$ cat src/rtl/tbgc_pkg.sv
// ----------------------------------------------------------------------------
// tbgc_pkg
// Shared widths, register indexes and item types of the two-button gesture
// classifier.
// ----------------------------------------------------------------------------
package tbgc_pkg;

   localparam int NOW_W       = 32;
   localparam int HOLD_W      = 16;
   localparam int CSR_INDEX_W = 2;
   localparam int REQ_DATA_W  = 40;
   localparam int RSP_DATA_W  = 8;

   localparam logic [CSR_INDEX_W-1:0] CSR_CHORD_HOLD = 2'd0;
   localparam logic [CSR_INDEX_W-1:0] CSR_LONG_PRESS = 2'd1;

   localparam logic [HOLD_W-1:0] CHORD_HOLD_RESET = 16'd3000;
   localparam logic [HOLD_W-1:0] LONG_PRESS_RESET = 16'd2000;

   typedef struct packed {
      logic [HOLD_W-1:0] chord_hold_ms;
      logic [HOLD_W-1:0] long_press_ms;
   } cfg_type;

   typedef struct packed {
      logic             update_busy;
      logic             setup_mode_active;
      logic             button_b_down;
      logic             button_a_down;
      logic [NOW_W-1:0] now_ms;
   } sample_type;

   typedef struct packed {
      logic logging_toggle;
      logic page_following;
      logic page_previous;
      logic leave_setup;
      logic enter_setup;
      logic power_off_ignored;
      logic power_off_request;
   } event_type;

endpackage

$ cat src/rtl/tbgc_csr.sv
// ----------------------------------------------------------------------------
// tbgc_csr
// Configuration registers: chord hold time and long press time.
// ----------------------------------------------------------------------------
module tbgc_csr (
   input  logic                                clock,
   input  logic                                reset,
   input  logic                                csr_valid,
   output logic                                csr_ready,
   input  logic [tbgc_pkg::CSR_INDEX_W-1:0]    csr_index,
   input  logic [tbgc_pkg::HOLD_W-1:0]         csr_data,
   output tbgc_pkg::cfg_type                   cfg
);

   tbgc_pkg::cfg_type cfg_ff;
   tbgc_pkg::cfg_type cfg_in;

   assign csr_ready = 1'b1;

   always_comb begin
      cfg_in = cfg_ff;
      if (csr_valid) begin
         unique case (csr_index)
            tbgc_pkg::CSR_CHORD_HOLD: cfg_in.chord_hold_ms = csr_data;
            tbgc_pkg::CSR_LONG_PRESS: cfg_in.long_press_ms = csr_data;
            default: cfg_in = cfg_ff;
         endcase
      end
   end

   always_ff @(posedge clock) begin
      if (reset) begin
         cfg_ff.chord_hold_ms <= tbgc_pkg::CHORD_HOLD_RESET;
         cfg_ff.long_press_ms <= tbgc_pkg::LONG_PRESS_RESET;
      end else begin
         cfg_ff <= cfg_in;
      end
   end

   assign cfg = cfg_ff;

endmodule

$ cat src/rtl/tbgc_core.sv
// ----------------------------------------------------------------------------
// tbgc_core
// Gesture state and classification of one poll sample into event flags.
// ----------------------------------------------------------------------------
module tbgc_core (
   input  logic                    clock,
   input  logic                    reset,
   input  logic                    advance,
   input  tbgc_pkg::sample_type    sample,
   input  tbgc_pkg::cfg_type       cfg,
   output tbgc_pkg::event_type     events
);

   logic                       prev_a_ff, prev_a_in;
   logic                       prev_b_ff, prev_b_in;
   logic [tbgc_pkg::NOW_W-1:0] press_a_ff, press_a_in;
   logic [tbgc_pkg::NOW_W-1:0] press_b_ff, press_b_in;
   logic [tbgc_pkg::NOW_W-1:0] chord_start_ff, chord_start_in;
   logic                       chord_armed_ff, chord_armed_in;
   logic                       long_a_ff, long_a_in;
   logic                       long_b_ff, long_b_in;
   logic                       chord_fired_ff, chord_fired_in;

   logic                       a, b, both, arm_now, fired_c, chord_hit;
   logic                       rise_a, rise_b, la2, lb2, long_a, long_b;
   logic [tbgc_pkg::NOW_W-1:0] chord_dt, a_dt, b_dt, chord_lim, long_lim;

   always_comb begin
      a         = sample.button_a_down;
      b         = sample.button_b_down;
      both      = a & b;
      chord_lim = {{(tbgc_pkg::NOW_W-tbgc_pkg::HOLD_W){1'b0}}, cfg.chord_hold_ms};
      long_lim  = {{(tbgc_pkg::NOW_W-tbgc_pkg::HOLD_W){1'b0}}, cfg.long_press_ms};

      arm_now        = both & ~chord_armed_ff;
      chord_armed_in = both;
      chord_start_in = arm_now ? sample.now_ms : chord_start_ff;
      fired_c        = arm_now ? 1'b0 : chord_fired_ff;
      chord_dt       = sample.now_ms - chord_start_in;
      chord_hit      = both & ~fired_c & (chord_dt >= chord_lim);
      chord_fired_in = fired_c | chord_hit;

      rise_a     = a & ~prev_a_ff;
      rise_b     = b & ~prev_b_ff;
      press_a_in = rise_a ? sample.now_ms : press_a_ff;
      press_b_in = rise_b ? sample.now_ms : press_b_ff;
      la2        = rise_a ? 1'b0 : (long_a_ff | chord_hit);
      lb2        = rise_b ? 1'b0 : (long_b_ff | chord_hit);

      a_dt   = sample.now_ms - press_a_in;
      b_dt   = sample.now_ms - press_b_in;
      long_a = a & ~b & ~la2 & (a_dt >= long_lim);
      long_b = b & ~a & ~lb2 & ~sample.setup_mode_active & (b_dt >= long_lim);

      long_a_in = la2 | long_a;
      long_b_in = lb2 | long_b;
      prev_a_in = a;
      prev_b_in = b;

      events.power_off_request = chord_hit & ~sample.update_busy;
      events.power_off_ignored = chord_hit & sample.update_busy;
      events.enter_setup       = long_a & ~sample.setup_mode_active;
      events.leave_setup       = long_a & sample.setup_mode_active;
      events.page_previous     = long_b;
      events.logging_toggle    = ~a & prev_a_ff & ~long_a_in & ~sample.setup_mode_active;
      events.page_following    = ~b & prev_b_ff & ~long_b_in & ~sample.setup_mode_active;
   end

   always_ff @(posedge clock) begin
      if (reset) begin
         prev_a_ff      <= 1'b0;
         prev_b_ff      <= 1'b0;
         press_a_ff     <= '0;
         press_b_ff     <= '0;
         chord_start_ff <= '0;
         chord_armed_ff <= 1'b0;
         long_a_ff      <= 1'b0;
         long_b_ff      <= 1'b0;
         chord_fired_ff <= 1'b0;
      end else if (advance) begin
         prev_a_ff      <= prev_a_in;
         prev_b_ff      <= prev_b_in;
         press_a_ff     <= press_a_in;
         press_b_ff     <= press_b_in;
         chord_start_ff <= chord_start_in;
         chord_armed_ff <= chord_armed_in;
         long_a_ff      <= long_a_in;
         long_b_ff      <= long_b_in;
         chord_fired_ff <= chord_fired_in;
      end
   end

endmodule

$ cat src/rtl/two_button_gesture_classifier.sv
// ----------------------------------------------------------------------------
// two_button_gesture_classifier
// Classifies two-button poll samples into chord, long press and short
// release events.
//
//   channel  dir  handshake              payload
//   req      in   req_tvalid/req_tready  req_tdata[39:0]  one poll sample
//   rsp      out  rsp_tvalid/rsp_tready  rsp_tdata[7:0]   one event item
//   csr      in   csr_valid/csr_ready    csr_index, csr_data
//
// One item per cycle while the result is not stalled; each sample goes through
// an input register and a result register around one pass of logic.
// Gesture state advances as a sample moves into the result register.
// Synchronous reset clears state and restores the default hold times.
// A stalled result holds; the input register takes one more item behind it,
// then the input stalls.
// ----------------------------------------------------------------------------
module two_button_gesture_classifier (
   input  logic                                clock,
   input  logic                                reset,
   input  logic                                req_tvalid,
   output logic                                req_tready,
   // now_ms[31:0], button_a_down[32], button_b_down[33],
   // setup_mode_active[34], update_busy[35], zero pad[39:36]
   input  logic [tbgc_pkg::REQ_DATA_W-1:0]     req_tdata,
   output logic                                rsp_tvalid,
   input  logic                                rsp_tready,
   // power_off_request[0], power_off_ignored[1], enter_setup[2],
   // leave_setup[3], page_previous[4], page_following[5],
   // logging_toggle[6], zero pad[7]
   output logic [tbgc_pkg::RSP_DATA_W-1:0]     rsp_tdata,
   input  logic                                csr_valid,
   output logic                                csr_ready,
   input  logic [tbgc_pkg::CSR_INDEX_W-1:0]    csr_index,
   input  logic [tbgc_pkg::HOLD_W-1:0]         csr_data
);

   localparam int SAMPLE_W = $bits(tbgc_pkg::sample_type);
   localparam int EVENT_W  = $bits(tbgc_pkg::event_type);

   tbgc_pkg::cfg_type    cfg;
   tbgc_pkg::sample_type s1_data_ff, s1_data_in;
   tbgc_pkg::event_type  s2_data_ff, events;
   logic                 s1_valid_ff, s1_valid_in;
   logic                 s2_valid_ff, s2_valid_in;
   logic                 s1_adv, req_take;

   tbgc_csr u_csr (
      .clock     (clock),
      .reset     (reset),
      .csr_valid (csr_valid),
      .csr_ready (csr_ready),
      .csr_index (csr_index),
      .csr_data  (csr_data),
      .cfg       (cfg)
   );

   tbgc_core u_core (
      .clock   (clock),
      .reset   (reset),
      .advance (s1_adv),
      .sample  (s1_data_ff),
      .cfg     (cfg),
      .events  (events)
   );

   always_comb begin
      s1_adv      = s1_valid_ff & (~s2_valid_ff | rsp_tready);
      req_tready  = ~s1_valid_ff | s1_adv;
      req_take    = req_tvalid & req_tready;
      s1_data_in  = tbgc_pkg::sample_type'(req_tdata[SAMPLE_W-1:0]);
      s1_valid_in = req_take | (s1_valid_ff & ~s1_adv);
      s2_valid_in = s1_adv | (s2_valid_ff & ~rsp_tready);
   end

   always_ff @(posedge clock) begin
      if (reset) begin
         s1_valid_ff <= 1'b0;
         s2_valid_ff <= 1'b0;
      end else begin
         s1_valid_ff <= s1_valid_in;
         s2_valid_ff <= s2_valid_in;
      end
   end

   always_ff @(posedge clock) begin
      if (req_take) begin
         s1_data_ff <= s1_data_in;
      end
      if (s1_adv) begin
         s2_data_ff <= events;
      end
   end

   assign rsp_tvalid = s2_valid_ff;
   assign rsp_tdata  = {{(tbgc_pkg::RSP_DATA_W-EVENT_W){1'b0}}, s2_data_ff};

endmodule

$ cat config.mk
export PLATFORM = sky130hd
export DESIGN_NAME = two_button_gesture_classifier
export DESIGN_NICKNAME = d
export VERILOG_FILES = /design/src/rtl/tbgc_pkg.sv /design/src/rtl/tbgc_csr.sv /design/src/rtl/tbgc_core.sv /design/src/rtl/two_button_gesture_classifier.sv
export SDC_FILE = /design/constraint.sdc
export NUM_CORES = 1
export LEC_CHECK = 0
export ABC_CLOCK_PERIOD_IN_PS = 8700
export BUFFER_PORTS_ARGS = -buffer_cell sky130_fd_sc_hd__buf_2
export CORE_AREA = 2 2 155 157
export CTS_BUF_LIST = sky130_fd_sc_hd__clkbuf_4 sky130_fd_sc_hd__clkbuf_8
export DETAILED_ROUTE_END_ITERATION = 16
export DIE_AREA = 0 0 157 159
export PLACE_DENSITY = 0.79
export SKIP_CTS_REPAIR_TIMING = 1
export SLEW_MARGIN = 30
export SYNTH_ARGS = -nofsm -noshare
export SYNTH_HDL_FRONTEND = slang
export SYNTH_SLANG_ARGS = --single-unit
$ cat constraint.sdc
create_clock -name clock -period 8.7 [get_ports clock]
set_input_delay 2.175 -clock clock [delete_from_list [all_inputs] [get_ports clock]]
set_output_delay 2.175 -clock clock [all_outputs]
set_load 0.005 [all_outputs]
==> flow_summary.toml <==
[routing]
ant_nets = 0
wl_per_cell_microns = 17.67
drt_iter0_markers = 820
num_vias = 12552
viasPerCell = 6.168
drt-pass1-iter-count = 5
routed_wl_mm = 35.95
drc = 0

[worst_hold_path]
worstHoldStart = "u_core.chord_start_ff[22]"
min_to = "u_core.chord_start_ff[22]"
hp-class = "reg -> reg"
min_path_cells = 2

[grt]
antenna_found_initial = 0
grtUsageTotal_pct = 28.58
grt_max_degree = 101
grt_pass1_vias = 11713
grt_pass1_wl_mm = 57.65
grt-ovfl-total = 0

[clock_network]
clkTransAtPathRegs_ns = 0.10
clk_path_buf_depth = 2
cts_max_level = 4
cts_sinks = 179
cts_root_buffer = "clkbuf_8"
clock_latency_ns = 0.48
numCtsBuffers = 17
cts_tree = "yes"

[sta]
fin_tns_setup_ns = 0
slew_violations = 0
setup_viol = 0
hold_viol = 0
fmax_mhz = 156.9
relSlewSlack_pct = 41.62
fin_crit_sh_pct = 73.24
clock_skew_ns = 0.02023
worst_pin_slew_ns = 0.8643
finalCriticalPeriod_ns = 6.372
rsz0062_at_grt = "no"

[floorplan]
core_area_sq_um = 23190
io_pins = 74
die_h_microns = 159
num_rows = 56
start_util_pct = 59.69
fp.dieW_microns = 157
die-area_sq_um = 24960

[synth]
yosysWarnings = 0
synth_common_cells = "nand2_1, a21oi_1, nor2_1, dfxtp_1, ha_1"
synth_top_area_share_pct = 19.67
synth_nets = 1892
synth_largest_area_cell = "dfxtp_1"
synth_area_sq_um = 13840
synth_edf_count = 43
synth_most_common_cell = "nand2_1"
synth_flop_cell = "dfxtp_1"
ys_seq_area_share_pct = 28.99
postSynth.asyncResetShare_pct = 0
synthTopCellsByArea = "dfxtp_1, ha_1, edfxtp_1, a21oi_1, mux2i_1"
syn_avg_cell_area_sq_um = 8.162
synth-seq-cells = 179
postSynthCellCount = 1696
ys_types = 91

[critical_path]
r2r_setup_slack_ns = 2.33
startpoint_type = "register"
critPathMaxFanout = 24
regToRegStartpoint = "s1_data_ff[33]"
cp-end-kind = "register"
required_ns = 9.03
rr_endpoint = "rsp_tdata[2]"
crit_type = "reg -> reg"
arrival_ns = 6.70
r2r_cells = 23

[final_layout]
antennaDiodeCount = 0
fin_nets = 1899
fin_area_sq_um = 14770
area_growth_pct = 6.725
drive_above_1_share_pct = 8.217
fin_cells = 2035

[place]
io_buffers = 67
dp_cells = 2003
post-dp-hpwl_mm = 27.17
gp_congestion = 0.9174
placed_cell_area_sq_um = 14310

[status]
status = "finished, final reports clean"

[pwr]
p_leak_nw = 5.990
power.density_nw_per_um2 = 167.7
ir_drop_v = 0.00008621

[run]
drv_cap = 0
[registers in the layout (all words and copies together), names as in the netlist]
name                   flops
u_core.prev_b_ff           1
s1_data_ff                36
u_core.long_b_ff           1
u_core.chord_armed_ff      1
u_core.long_a_ff           1
u_core.chord_start_ff     32
u_csr.cfg                 32
u_core.chord_fired_ff      1
rsp_tvalid                 1
u_core.press_a_ff         32
u_core.press_b_ff         32
s1_valid_ff                1
rsp_tdata                  7
u_core.prev_a_ff           1
[worst max-delay path by stage]
stage	startpoint	to	slack (ns)
floorplan	s1_data_ff[32]	rsp_tdata[2]	3.33
global placement	s1_data_ff[33]	rsp_tdata[2]	2.58
detailed placement	s1_data_ff[33]	rsp_tdata[2]	2.44
CTS	s1_data_ff[33]	rsp_tdata[2]	2.43
global route	s1_data_ff[33]	rsp_tdata[2]	1.92
finish	s1_data_ff[33]	rsp_tdata[2]	2.33
[area by class of cell]
type,instances,area [sq um]
Timing Repair Buffer,73,390.4
Sequential cell,179,4014
Clock inverter,13,203.9
Multi-Input combinational cell,1363,9250
Fill cell,2026,8418
Clock buffer,19,255.2
Inverter,69,261.5
Tap cell,319,399.1
[placed cells by master (no fill, tap or decap), drive strengths merged, types with 5 or more instances in the layout]
cell,n
a2111oi,11
a211o,20
a211oi,75
a21boi,5
a21o,50
a21oi,176
a31o,5
a31oi,12
and2,11
and3,10
and3b,5
buf,73
clkbuf,19
dfxtp,136
edfxtp,43
ha,131
inv,78
mux2,5
mux2i,85
nand2,197
nand2b,28
nand3,32
nand3b,5
nand4,22
nor2,160
nor2b,25
nor3,18
nor4,10
o2111ai,8
o211ai,14
o21a,9
o21ai,71
o21bai,7
o22ai,8
o31a,5
xnor2,38
xor2,28
[layer usage]
layer  share of wire, %  vias up  GRT usage, %
li1                   -     6227             -
met1                 45     5938         38.65
met3                5.7       55         4.192
met5                  0        -             0
met4                2.2        0         9.049
met2                 47      332         46.99
[cell families after synthesis]
group,after synthesis,synth area share (%)
buf+inv,154,4.411
simple gates,551,18.69
fa+ha+maj,133,12.13
compound gates,521,24.91
mux,90,6.580
other cells,2,0.05425
xor+xnor,66,4.230
flops,179,28.99
[report_power, final]
group          leakage [nW]  internal (W)  switching [W]  total, W
clock network         0.234      0.000335       0.000346  0.000681
logic                  4.22      0.000355       0.000500  0.000855
registers              1.53      0.000896      0.0000463  0.000942
total                  5.99       0.00159       0.000892   0.00248
[through the flow]
stage          worst slack [ns]  utilization, %  power, W  hold WS, ns
2_1_floorplan             3.328               -  0.001602       0.4357
3_3_place_gp              2.576           61.66  0.001777       0.4409
3_5_place_dp              2.442           61.68  0.001799       0.4460
4_1_cts                   2.433           63.66  0.002480       0.4594
5_1_grt                   1.922           63.70  0.002621       0.4792
6_report                  2.328           63.70  0.002478       0.4587
[worst max-delay path: stages (launching register included)]
cell	delay [ns]
edfxtp_1	0.61
nand3b_2	0.54
nand2_1	0.20
o21ai_0	0.10
ha_1	0.28
inv_1	0.08
ha_1	0.29
and4b_1	0.32
a41oi_1	0.08
nor3_2	0.40
a211o_1	0.38
a41oi_1	0.19
xnor2_1	0.21
ha_1	0.28
a21o_1	0.16
a21oi_1	0.32
o2111ai_1	0.24
a211oi_2	0.20
o2111a_1	0.22
o2111ai_1	0.12
or4_4	0.47
o21ai_4	0.23
a21oi_2	0.10
nor3_2	0.18
(Power assumes the default switching activity.)
